## src/rtl/core/ibusfr_pkg.sv

```systemverilog
`timescale 1ns / 1ps
`default_nettype none
// ----------------------------------------------------------------------------
// ibusfr_pkg: shared constants and types of the iBus frame receiver
// Frame geometry, stick mapping limits and the divider request and response.
// ----------------------------------------------------------------------------
package ibusfr_pkg;

  localparam int FRAME_BYTES    = 32;
  localparam int CHANNEL_COUNT  = 14;
  localparam int STICK_CHANNELS = 4;

  localparam int ADDR_W = 5;
  localparam int CH_W   = 4;

  localparam logic [7:0] HDR_BYTE = 8'h20;
  localparam logic [7:0] CMD_BYTE = 8'h40;
  localparam logic [15:0] CHECK_INIT = 16'hFFFF;

  localparam int STICK_CENTER = 1500;
  localparam int STICK_MAX    = 2000;
  localparam int STICK_MIN    = 1000;
  localparam int STICK_FULL   = 100;
  localparam int STICK_SPAN   = STICK_MAX - STICK_CENTER - 1;
  localparam int STICK_SCALE  = STICK_FULL - 1;

  localparam int DEADBAND_W     = 9;
  localparam int DEADBAND_RESET = 20;

  localparam int DIVIDEND_W = 16;
  localparam int DIVISOR_W  = 9;
  localparam int DIV_CNT_W  = $clog2(DIVIDEND_W);

  typedef struct packed {
    logic                  start;
    logic [DIVIDEND_W-1:0] dividend;
    logic [DIVISOR_W-1:0]  divisor;
  } div_req_t;

  typedef struct packed {
    logic                  done;
    logic [DIVIDEND_W-1:0] quotient;
  } div_rsp_t;

endpackage
`default_nettype wire

```

## src/rtl/core/ibus_frame_receiver.sv

```systemverilog
`timescale 1ns / 1ps
`default_nettype none
// ----------------------------------------------------------------------------
// ibus_frame_receiver: iBus frame collector, checker and channel decoder
// Hunts for the header, stores the frame, drops a bad command, checks the
// trailer and emits one transaction per channel (stick-mapped) or one error.
// ----------------------------------------------------------------------------
//  Channel   Direction  Handshake                 Payload
//  in_       input      in_valid / in_ready       in_byte_in
//  out_      output     out_valid / out_ready     status, channel, raw, stick,
//                                                 last, frame counters
//  cfg_      input      cfg_wr_en                 cfg_wr_data (deadband)
//
//  A byte that does not complete a frame leaves the receiver in ST_IDLE.
//  A completing good frame walks each channel through ST_LO, ST_HI, ST_RAW,
//  ST_MAP and ST_EMIT; a stick channel whose value goes through the shared
//  divider also passes ST_MUL and ST_DIV, which waits for its done pulse.
//  A checksum error is emitted from ST_ERR; output stalls hold it and ST_EMIT.
//  in_ready is low while channel results are produced. Synchronous reset.
// ----------------------------------------------------------------------------
module ibus_frame_receiver
  import ibusfr_pkg::*;
(
  input  wire logic                  clk,
  input  wire logic                  rst_n,
  input  wire logic                  in_valid,
  output logic                       in_ready,
  input  wire logic [7:0]            in_byte_in,
  output logic                       out_valid,
  input  wire logic                  out_ready,
  output logic                       out_status,
  output logic [3:0]                 out_channel_index,
  output logic [15:0]                out_channel_raw,
  output logic signed [7:0]          out_stick_value,
  output logic                       out_is_last,
  output logic [31:0]                out_good_frames,
  output logic [31:0]                out_bad_frames,
  input  wire logic                  cfg_wr_en,
  input  wire logic [DEADBAND_W-1:0] cfg_wr_data
);

  typedef enum logic [3:0] {
    ST_IDLE, ST_LO, ST_HI, ST_RAW, ST_MAP, ST_MUL, ST_DIV, ST_EMIT, ST_ERR
  } state_t;

  state_t                 state_r;
  logic [ADDR_W-1:0]      pos_r;
  logic                   in_frame_r;
  logic                   cmd_ok_r;
  logic [15:0]            check_r;
  logic [7:0]             trail_lo_r;
  logic [31:0]            good_cnt_r;
  logic [31:0]            bad_cnt_r;
  logic [DEADBAND_W-1:0]  deadband_r;
  logic [CH_W-1:0]        ch_r;
  logic [7:0]             lo_r;
  logic [15:0]            raw_r;
  logic [DIVISOR_W-1:0]   x_r;
  logic [DIVISOR_W-1:0]   dvs_r;
  logic                   neg_r;
  logic signed [7:0]      stick_r;

  logic                   out_valid_r;
  logic                   out_status_r;
  logic [3:0]             out_ch_r;
  logic [15:0]            out_raw_r;
  logic signed [7:0]      out_stick_r;
  logic                   out_last_r;
  logic [31:0]            out_good_r;
  logic [31:0]            out_bad_r;

  logic [7:0]             mem [FRAME_BYTES];
  logic [7:0]             rd_data_r;
  logic                   mem_we;
  logic [ADDR_W-1:0]      mem_wa;
  logic [ADDR_W-1:0]      lo_idx;
  logic [ADDR_W-1:0]      hi_idx;
  logic [ADDR_W-1:0]      rd_addr;
  logic                   lo_ok;
  logic                   hi_ok;
  logic                   in_fire;
  logic                   slot_free;

  logic [16:0]            raw_ext;
  logic [16:0]            d_ext;
  logic [16:0]            hi_thr;
  logic [16:0]            x_hi;
  logic [16:0]            x_lo;
  logic [9:0]             dvs_full;
  logic [7:0]             q_inc;

  div_req_t               div_req;
  div_rsp_t               div_rsp;

  assign in_ready  = (state_r == ST_IDLE);
  assign in_fire   = in_valid && in_ready;
  assign slot_free = !out_valid_r || out_ready;

  // channel byte addresses; bytes beyond the frame read as zero
  assign lo_idx  = ADDR_W'({ch_r, 1'b0}) + ADDR_W'(2);
  assign hi_idx  = lo_idx + 1'b1;
  assign lo_ok   = {1'b0, lo_idx} < (ADDR_W + 1)'(FRAME_BYTES);
  assign hi_ok   = {1'b0, hi_idx} < (ADDR_W + 1)'(FRAME_BYTES);
  assign rd_addr = (state_r == ST_LO) ? lo_idx : hi_idx;

  assign mem_we = in_fire && (in_frame_r || in_byte_in == HDR_BYTE);
  assign mem_wa = in_frame_r ? pos_r : '0;

  always_ff @(posedge clk) begin
    if (mem_we) begin
      mem[mem_wa] <= in_byte_in;
    end
    rd_data_r <= mem[rd_addr];
  end

  // stick classification terms
  always_comb begin
    raw_ext  = {1'b0, raw_r};
    d_ext    = 17'(deadband_r);
    hi_thr   = 17'(STICK_CENTER) + d_ext;
    x_hi     = raw_ext - 17'(STICK_CENTER + 1) - d_ext;
    x_lo     = 17'(STICK_CENTER - 1) - d_ext - raw_ext;
    dvs_full = 10'(STICK_SPAN) - 10'(deadband_r);
    q_inc    = div_rsp.quotient[7:0] + 8'd1;
  end

  assign div_req.start    = (state_r == ST_MUL);
  assign div_req.dividend = 16'(x_r) * 16'(STICK_SCALE);
  assign div_req.divisor  = dvs_r;

  ibusfr_divider u_div (
    .clk   (clk),
    .rst_n (rst_n),
    .req   (div_req),
    .rsp   (div_rsp)
  );

  always_ff @(posedge clk) begin
    if (!rst_n) begin
      state_r     <= ST_IDLE;
      pos_r       <= '0;
      in_frame_r  <= 1'b0;
      cmd_ok_r    <= 1'b0;
      check_r     <= CHECK_INIT;
      good_cnt_r  <= '0;
      bad_cnt_r   <= '0;
      deadband_r  <= DEADBAND_W'(DEADBAND_RESET);
      ch_r        <= '0;
      out_valid_r <= 1'b0;
    end else begin
      if (cfg_wr_en) begin
        deadband_r <= cfg_wr_data;
      end
      if (out_valid_r && out_ready) begin
        out_valid_r <= 1'b0;
      end

      case (state_r)
        ST_IDLE: begin
          if (in_fire) begin
            if (!in_frame_r) begin
              if (in_byte_in == HDR_BYTE) begin
                pos_r      <= ADDR_W'(1);
                in_frame_r <= 1'b1;
                check_r    <= CHECK_INIT - 16'(in_byte_in);
              end
            end else begin
              if ({1'b0, pos_r} < (ADDR_W + 1)'(FRAME_BYTES - 2)) begin
                check_r <= check_r - 16'(in_byte_in);
              end
              if (pos_r == ADDR_W'(1)) begin
                cmd_ok_r <= (in_byte_in == CMD_BYTE);
              end
              if ({1'b0, pos_r} == (ADDR_W + 1)'(FRAME_BYTES - 2)) begin
                trail_lo_r <= in_byte_in;
              end
              if ({1'b0, pos_r} < (ADDR_W + 1)'(FRAME_BYTES - 1)) begin
                pos_r <= pos_r + 1'b1;
              end else begin
                // frame complete: judge it and hunt again
                in_frame_r <= 1'b0;
                pos_r      <= '0;
                if (cmd_ok_r) begin
                  if (check_r == {in_byte_in, trail_lo_r}) begin
                    good_cnt_r <= good_cnt_r + 1'b1;
                    ch_r       <= '0;
                    state_r    <= ST_LO;
                  end else begin
                    bad_cnt_r <= bad_cnt_r + 1'b1;
                    state_r   <= ST_ERR;
                  end
                end
              end
            end
          end
        end

        ST_LO: begin
          state_r <= ST_HI;
        end

        ST_HI: begin
          lo_r    <= lo_ok ? rd_data_r : 8'd0;
          state_r <= ST_RAW;
        end

        ST_RAW: begin
          raw_r   <= {(hi_ok ? rd_data_r : 8'd0), lo_r};
          state_r <= ST_MAP;
        end

        ST_MAP: begin
          state_r <= ST_EMIT;
          dvs_r   <= dvs_full[DIVISOR_W-1:0];
          if (ch_r >= CH_W'(STICK_CHANNELS)) begin
            stick_r <= 8'sd0;
          end else if (raw_ext >= 17'(STICK_MAX)) begin
            stick_r <= 8'(STICK_FULL);
          end else if (raw_ext > hi_thr) begin
            x_r     <= x_hi[DIVISOR_W-1:0];
            neg_r   <= 1'b0;
            state_r <= ST_MUL;
          end else if (raw_ext <= 17'(STICK_MIN)) begin
            stick_r <= -8'(STICK_FULL);
          end else if (raw_ext + d_ext < 17'(STICK_CENTER)) begin
            x_r     <= x_lo[DIVISOR_W-1:0];
            neg_r   <= 1'b1;
            state_r <= ST_MUL;
          end else begin
            stick_r <= 8'sd0;
          end
        end

        ST_MUL: begin
          state_r <= ST_DIV;
        end

        ST_DIV: begin
          if (div_rsp.done) begin
            stick_r <= neg_r ? -q_inc : q_inc;
            state_r <= ST_EMIT;
          end
        end

        ST_EMIT: begin
          if (slot_free) begin
            out_valid_r  <= 1'b1;
            out_status_r <= 1'b0;
            out_ch_r     <= ch_r;
            out_raw_r    <= raw_r;
            out_stick_r  <= stick_r;
            out_last_r   <= (ch_r == CH_W'(CHANNEL_COUNT - 1));
            out_good_r   <= good_cnt_r;
            out_bad_r    <= bad_cnt_r;
            if (ch_r == CH_W'(CHANNEL_COUNT - 1)) begin
              state_r <= ST_IDLE;
            end else begin
              ch_r    <= ch_r + 1'b1;
              state_r <= ST_LO;
            end
          end
        end

        ST_ERR: begin
          if (slot_free) begin
            out_valid_r  <= 1'b1;
            out_status_r <= 1'b1;
            out_ch_r     <= '0;
            out_raw_r    <= '0;
            out_stick_r  <= 8'sd0;
            out_last_r   <= 1'b1;
            out_good_r   <= good_cnt_r;
            out_bad_r    <= bad_cnt_r;
            state_r      <= ST_IDLE;
          end
        end

        default: begin
          state_r <= ST_IDLE;
        end
      endcase
    end
  end

  assign out_valid         = out_valid_r;
  assign out_status        = out_status_r;
  assign out_channel_index = out_ch_r;
  assign out_channel_raw   = out_raw_r;
  assign out_stick_value   = out_stick_r;
  assign out_is_last       = out_last_r;
  assign out_good_frames   = out_good_r;
  assign out_bad_frames    = out_bad_r;

`ifndef ASSERT_OFF
  a_div_done_in_wait: assert property (@(posedge clk) disable iff (!rst_n)
    div_rsp.done |-> state_r == ST_DIV)
    else $error("divider finished outside its wait state");

  a_last_channel: assert property (@(posedge clk) disable iff (!rst_n)
    out_valid && !out_status && out_is_last |->
      out_channel_index == CH_W'(CHANNEL_COUNT - 1))
    else $error("last flag on a channel other than the final one");

  a_error_fields: assert property (@(posedge clk) disable iff (!rst_n)
    out_valid && out_status |->
      out_channel_raw == 16'd0 && out_stick_value == 8'sd0 && out_is_last)
    else $error("error transaction carries channel data");

  a_stick_range: assert property (@(posedge clk) disable iff (!rst_n)
    out_valid |-> out_stick_value <= 8'sd100 && out_stick_value >= -8'sd100)
    else $error("stick value out of range");
`endif

endmodule
`default_nettype wire

```

## src/rtl/core/ibusfr_divider.sv

```systemverilog
`timescale 1ns / 1ps
`default_nettype none
// ----------------------------------------------------------------------------
// ibusfr_divider: restoring divider, one quotient bit per cycle
// Unsigned DIVIDEND_W by DIVISOR_W division; done pulses with the quotient.
// ----------------------------------------------------------------------------
module ibusfr_divider
  import ibusfr_pkg::*;
(
  input  wire logic     clk,
  input  wire logic     rst_n,
  input  wire div_req_t req,
  output div_rsp_t      rsp
);

  logic                  busy_r;
  logic                  done_r;
  logic [DIV_CNT_W-1:0]  cnt_r;
  logic [DIVIDEND_W-1:0] quo_r;
  logic [DIVISOR_W-1:0]  rem_r;
  logic [DIVISOR_W-1:0]  dvs_r;

  logic [DIVISOR_W:0]    shifted;
  logic [DIVISOR_W:0]    diff;
  logic                  fits;

  always_comb begin
    shifted = {rem_r, quo_r[DIVIDEND_W-1]};
    fits    = shifted >= {1'b0, dvs_r};
    diff    = shifted - {1'b0, dvs_r};
  end

  always_ff @(posedge clk) begin
    if (!rst_n) begin
      busy_r <= 1'b0;
      done_r <= 1'b0;
      cnt_r  <= '0;
    end else begin
      done_r <= 1'b0;
      if (req.start) begin
        busy_r <= 1'b1;
        cnt_r  <= '0;
        quo_r  <= req.dividend;
        rem_r  <= '0;
        dvs_r  <= req.divisor;
      end else if (busy_r) begin
        // remainder stays below the divisor, so the low bits carry it
        rem_r <= fits ? diff[DIVISOR_W-1:0] : shifted[DIVISOR_W-1:0];
        quo_r <= {quo_r[DIVIDEND_W-2:0], fits};
        cnt_r <= cnt_r + 1'b1;
        if (cnt_r == DIV_CNT_W'(DIVIDEND_W - 1)) begin
          busy_r <= 1'b0;
          done_r <= 1'b1;
        end
      end
    end
  end

  assign rsp.done     = done_r;
  assign rsp.quotient = quo_r;

endmodule
`default_nettype wire

```

## config.mk

```make
export PLATFORM = sky130hd
export DESIGN_NAME = ibus_frame_receiver
export DESIGN_NICKNAME = d
export VERILOG_FILES = /design/src/rtl/core/ibusfr_pkg.sv /design/src/rtl/core/ibus_frame_receiver.sv /design/src/rtl/core/ibusfr_divider.sv
export SDC_FILE = /design/constraint.sdc
export NUM_CORES = 1
export LEC_CHECK = 0
export BUFFER_PORTS_ARGS = -buffer_cell sky130_fd_sc_hd__buf_2
export CORE_ASPECT_RATIO = 0.8
export CORE_MARGIN = 4
export CORE_UTILIZATION = 36
export DETAILED_ROUTE_END_ITERATION = 7
export RECOVER_POWER = 50
export SYNTH_ARGS = -nofsm -noshare
export SYNTH_HDL_FRONTEND = slang
export SYNTH_SLANG_ARGS = --single-unit
export TNS_END_PERCENT = 5
```

## constraint.sdc

```tcl
create_clock -name clk -period 4.9 [get_ports clk]
set_input_delay 0.245 -clock clk [delete_from_list [all_inputs] [get_ports clk]]
set_output_delay 0.245 -clock clk [all_outputs]
set_load 0.05 [all_outputs]
```

### Word-level counts from Yosys, hierarchy flattened

Memories as Yosys holds them, arrays and structs flattened. A register that Yosys moved wholly into a read port is not among the register bits.
Cells that the tools add are included.

| cells by class | value |
|---|---|
| add/subtract/negate cells | 19 |
| $mul | 1 |
| divide/modulo/power cells | 0 |
| order comparisons | 8 |
| eq/ne operators | 28 |
| shift-type cells | 0 |
| mux-type cells | 73 |
| bitwise logic cells | 6 |
| reduce and logical (&&, ||, !) cells | 34 |

Operator list:

| kind | count |
|---|---|
| two-way mux 16 bit | 7 |
| two-way mux 8 bit | 9 |
| adder 32 x 1 -> 32 bit, second input constant | 2 |
| two-way mux 4 bit | 16 |
| two-way mux 9 bit | 5 |
| case mux 4 bit (9 select lines) | 1 |
| case mux 16 bit (2 select lines) | 1 |
| case mux 8 bit (2 select lines) | 2 |
| subtractor 9 bit | 3 |
| two-way mux 5 bit | 5 |
| two-way mux 1 bit | 18 |
| AND reduction 6 bit | 3 |
| subtractor 9 bit, first input constant | 2 |
| adder 16 x 9 -> 17 bit | 1 |
| less-than comparator 17 x 11 -> 1 bit, second input constant | 1 |
| == test 16 bit | 1 |
| == test 4 x 3 -> 1 bit, second input constant | 4 |
| greater-or-equal comparator 16 x 11 -> 1 bit, second input constant | 1 |
| > comparator 16 x 12 -> 1 bit | 1 |
| <= comparator 16 x 10 -> 1 bit, second input constant | 1 |
| multiplier 9 x 7 -> 16 bit, second input constant | 1 |
| case mux 4 bit (2 select lines) | 2 |
| subtractor 16 x 8 -> 16 bit | 1 |
| adder 11 x 9 -> 12 bit, first input constant | 1 |
| other kinds (37) | 80 |

| word-level totals | value |
|---|---|
| flip-flop bits (word level) | 298 |
| latch bits | 0 |
| memory bits (writable) | 256 |
| ROM bits | 0 |
| input port bits | 22 |
| word-level logic and storage cells | 200 |
| memories | 1 |

Memories:

| name | words | bits a word | rd ports | clocked after memory_dff | wr ports | RTL line | text |
|---|---|---|---|---|---|---|---|
| mem | 32 | 8 | 1 | 1 | 1 | ibus_frame_receiver.sv:72 | `logic [7:0] mem [FRAME_BYTES];` |

### Logic depth before layout (Yosys ltp)

| logic depth | value |
|---|---|
| depth in word-level cells | 8 |
| depth in mapped cells | 16 |

### Hierarchy

From an unflattened synthesis, not the netlist that was laid out.

| unflattened totals | value |
|---|---|
| cells, all modules | 1,810 |
| area total of the unflattened synthesis | 25,368.1 um^2 |

Modules (own cells, without submodules):

| module | times used | cells an instance | area an instance (um^2) | seq. area each (um^2) |
|---|---|---|---|---|
| ibus_frame_receiver | 1 | 1,652 | 23,304.9 | 14,543.9 |
| ibusfr_divider | 1 | 158 | 2,063.2 | 1,141.1 |

### Worst setup path after synthesis

OpenSTA, ideal clock, no wires.

| path | value |
|---|---|
| path type | flip-flop to flip-flop |
| start | register x_r[1] |
| end | register u_div.quo_r[15], data pin |
| setup time | 268 ps |
| arrival time | 3,406 ps |
| data required time | 4,632 ps |
| path slack | 1,226 ps |
| stages on the path, launching flop included | 17 |
| period minus slack after synthesis | 3,674 ps |
| cells stage by stage | edfxtp_1 -> ha_1 -> inv_1 -> fa_1 -> inv_1 -> ha_1 -> inv_1 -> fa_1 -> inv_1 -> ha_1 -> o21ai_0 -> nor2_1 -> a31oi_1 -> a21oi_1 -> a31oi_1 -> xnor2_1 -> o21ai_0 |

| between the ends | value |
|---|---|
| longest elaborated chain between the ends | 2 |

Ends and longest elaborated chain:

| element | RTL line | text |
|---|---|---|
| start: declaration | ibus_frame_receiver.sv:58 | `logic [DIVISOR_W-1:0] x_r;` |
| start signal: assignment | ibus_frame_receiver.sv:220 | `x_r <= x_hi[DIVISOR_W-1:0];` |
| start signal: assignment | ibus_frame_receiver.sv:226 | `x_r <= x_lo[DIVISOR_W-1:0];` |
| multiplier 9 x 7 -> 16 bit | ibus_frame_receiver.sv:128 | `assign div_req.dividend = 16'(x_r) * 16'(STICK_SCALE);` |
| two-way mux 16 bit | ibusfr_divider.sv:40 | `if (req.start) begin` |
| end signal: assignment | ibusfr_divider.sv:43 | `quo_r <= req.dividend;` |
| end signal: assignment | ibusfr_divider.sv:49 | `quo_r <= {quo_r[DIVIDEND_W-2:0], fits};` |
| end: declaration | ibusfr_divider.sv:19 | `logic [DIVIDEND_W-1:0] quo_r;` |

No other way between the ends.
A chain may end at the register's enable or synchronous reset.

### Worst setup path after layout

| path | value |
|---|---|
| start | register x_r[3] |
| end | register u_div.quo_r[14], data pin |

Same word-level chain as after synthesis.

==> results.toml <==
[status]
status = "finished, violations left"
violations = "capacitance limit, slew limit"

[critical_path]
endpoint_kind = "flop"
path_max_fanout = 4
crit_path_start_kind = "flop"
crit_required_ns = 5.20
cp.arrival_ns = 4.32
crit_type = "flop to flop"

[floorplanning]
ios = 118
rows = 87
die_area_sq_um = 75880
die_w_microns = 307.0
chipHeight_microns = 247.2
start_util = 0.3644
core_sq_um = 70650

[placed_design]
gp_congestion = 0.8958
place_area_sq_um = 27490
dp_slack_ns = 0.9056
hpwl_microns = 40900
port_buffers = 117

[synthesis]
synth_top_family_by_area = "simple AND/OR/NAND/NOR gates"
syn_inst = 1889
yosys.area_share.simple = 0.1151
synth_fa_ha_area_frac = 0.06591
synth.area.mux_share = 0.08685
synthesis.nets = 2038
seq_area_frac_synth = 0.6093
synth-edff-count = 443
synthFlopType = "edfxtp_1"
synth_area_sq_um = 25740
postSynth.asyncResetShare = 0
synth.avg_cell_area_sq_um = 13.63
yosysWarningCount = 0
ys_types = 75
ys_seq_elements = 562
synth_compound_area_frac = 0.06309
synth-xor-area-share = 0.03606

[sta]
slew_headroom = -0.3116
finClkSkew_ns = 0.03279
rsz0062_at_grt = "false"
max_slew.worst_pin.slew_ns = 1.967
fmax_ghz = 0.2489
final_max_slew_viol_count = 149
fin_crit_sh = 0.8200
layout_setup_ws_ns = 0.8822
finalCriticalPeriod_ns = 4.018
setup_violations = 0
finalHoldViolCount = 0
setup_tns_ns = 0

[min_path]
hp-class = "input pin to flop"

[finish]
utilization = 0.4160
final_area_sq_um = 29390
n_fill_cell = 6457
ff_latch_area_sq_um = 15690
nets = 2183
area_growth_pct = 14.16
final_layout_size_suffix_gt1_frac = 0.1148
multi_input_area_sq_um = 9464

[cts]
clkSlewWorstSetupHoldPaths_ns = 0.06
clockBufferDepth = 3
cts_setup_buffers = 0
cts_buffers = 57
cts_tree = "done"
insertion_delay_ns = 0.64
htreeDepth = 2
root_buffer = "clkbuf_16"
clock_sinks = 562

[detailed_routing]
drc = 0
routed_wirelength_microns = 59070
num_vias = 15560
drt-pass1-iter-count = 5
ant_nets = 0
wl_per_cell_microns = 19.58
first_iter_violations = 1332
viasPerCell = 5.159

[power]
finalPower_mw = 10.96
power_density_nw_per_um2 = 372.9
p_leak_nw = 10.26
vdd_ir_drop_max_uv = 254.6

[global_routing]
grt_pass1_wl_microns = 92000
grt_use_met2 = 0.2470
grt-busiest-layer = "met2"
antenna_found_initial = 1
grt_pass1_vias = 15650
track_usage = 0.1552
grt_max_degree = 75
grt-ovfl-total = 0
grtUsageMet3 = 0.02526
use_met1 = 0.2199

[run]
maxCapViolations = 4
final timing paths:
path | endpoint | from | slack [ns] | cells after the start
max | u_div.quo_r[14]$_DFFE_PP_ | x_r[3]$_DFFE_PP_ | 0.88 | 14
min | deadband_r[2]$_SDFFE_PN1P_ | cfg_wr_en | 0.07 | 2
max reg2reg | u_div.quo_r[14]$_DFFE_PP_ | x_r[3]$_DFFE_PP_ | 0.88 | 14
min reg2reg | u_div.dvs_r[5]$_DFFE_PP_ | dvs_r[5]$_DFFE_PP_ | 0.42 | 0
sequential cells by signal, indices dropped and copies added (netlist names), 9 cells and up:
register and cells:
good_cnt_r 32, out_good_frames 32, out_bad_frames 32, deadband_r 9, check_r 16, out_channel_raw 16, mem 256, u_div.rem_r 9
raw_r 16, u_div.quo_r 16, bad_cnt_r 32, x_r 9, dvs_r 9, u_div.dvs_r 9
cells in the mapped netlist, types with 39 or more instances:
master      n  area, sq um
a21oi_1    39        195.2
and2_1     65        406.6
clkbuf_1   49        183.9
dfxtp_1   119         2382
edfxtp_1  443        13300
ha_1      114         1426
inv_1      91        341.6
mux4_2     80         1802
nand2_1   122        457.9
nand3_1    51        255.2
nor2_1    103        386.6
o21ai_0    73        365.4
xnor2_1    75        656.9
layout make-up:
class,count,share of cell area
Tap cell,934,0.03976
Timing Repair Buffer,152,0.02542
Antenna cell,1,0.00008515
Inverter,93,0.01188
Clock buffer,70,0.05156
Multi-Input combinational cell,1168,0.3220
Clock inverter,37,0.01550
Sequential cell,562,0.5338
through the flow:
stage | hold WS (ns) | cells
final | 0.06919 | 3017
after global routing | 0.05107 | 3017
after CTS | 0.02070 | 3016
after detailed placement | 0.4107 | 2898
after global placement | 0.4029 | 2898
after floorplan | 0.3439 | 1889
where the power goes:
part           leakage (nW)  internal, mW  switching, mW  total (mW)
Sequential             5.11          5.23         0.0788        5.31
Combinational          4.19         0.475          0.629        1.10
Clock                 0.960          2.64           1.90        4.54
worst max-delay path, cell delays in order, from the launching register on:
cell,delay [ns]
edfxtp_1,0.41
ha_1,0.36
inv_1,0.07
fa_1,0.50
inv_1,0.04
ha_1,0.26
inv_1,0.05
fa_1,0.50
inv_1,0.04
ha_1,0.23
o41ai_1,0.61
o211ai_1,0.19
a31oi_1,0.22
xor2_1,0.15
o21ai_0,0.08
cells in the final DEF, fill, tap and decap left out, types with 14 or more instances in the layout:
cell / instances
nand2_1: 122
nor2b_1: 33
nand2b_1: 32
clkbuf_16: 57
xnor2_1: 75
edfxtp_1: 443
and3_1: 14
nor2_1: 103
xor2_1: 30
mux4_2: 80
nand3_1: 51
a21boi_0: 17
dfxtp_1: 118
nor3_1: 29
o211ai_1: 18
and2_0: 20
o21ai_0: 73
a21oi_1: 39
nand4_1: 26
buf_2: 14
or3_1: 28
clkbuf_1: 122
inv_1: 91
mux2i_1: 31
ha_1: 114
o31ai_1: 15
and2_1: 46
cells by family (layout without fill, tap and decap cells):
group                    after synthesis  count (layout)
AND/OR/NAND/NOR                      564             564
multiplexers                         122             122
buffers and inverters                159             352
flip-flops                           562             562
adder cells (fa/ha/maj)              128             128
XOR/XNOR                             106             106
other                                  0               1
AO/OA/AOI/OAI                        248             248
what timing repair did:
item | CTS | global route
resized for setup | 0 | 0
hold endpoints to repair | 12 | 0
hold buffers | 11 | 0
per-layer routing:
layer	routed length [microns]	vias to the layer above	part of all wire
met5	0	-	0
met3	3147	90	0.053
met4	1369	0	0.023
li1	-	7338	-
met1	27520	7764	0.47
met2	27030	372	0.46
No activity file was read; power rests on OpenSTA's default activity.
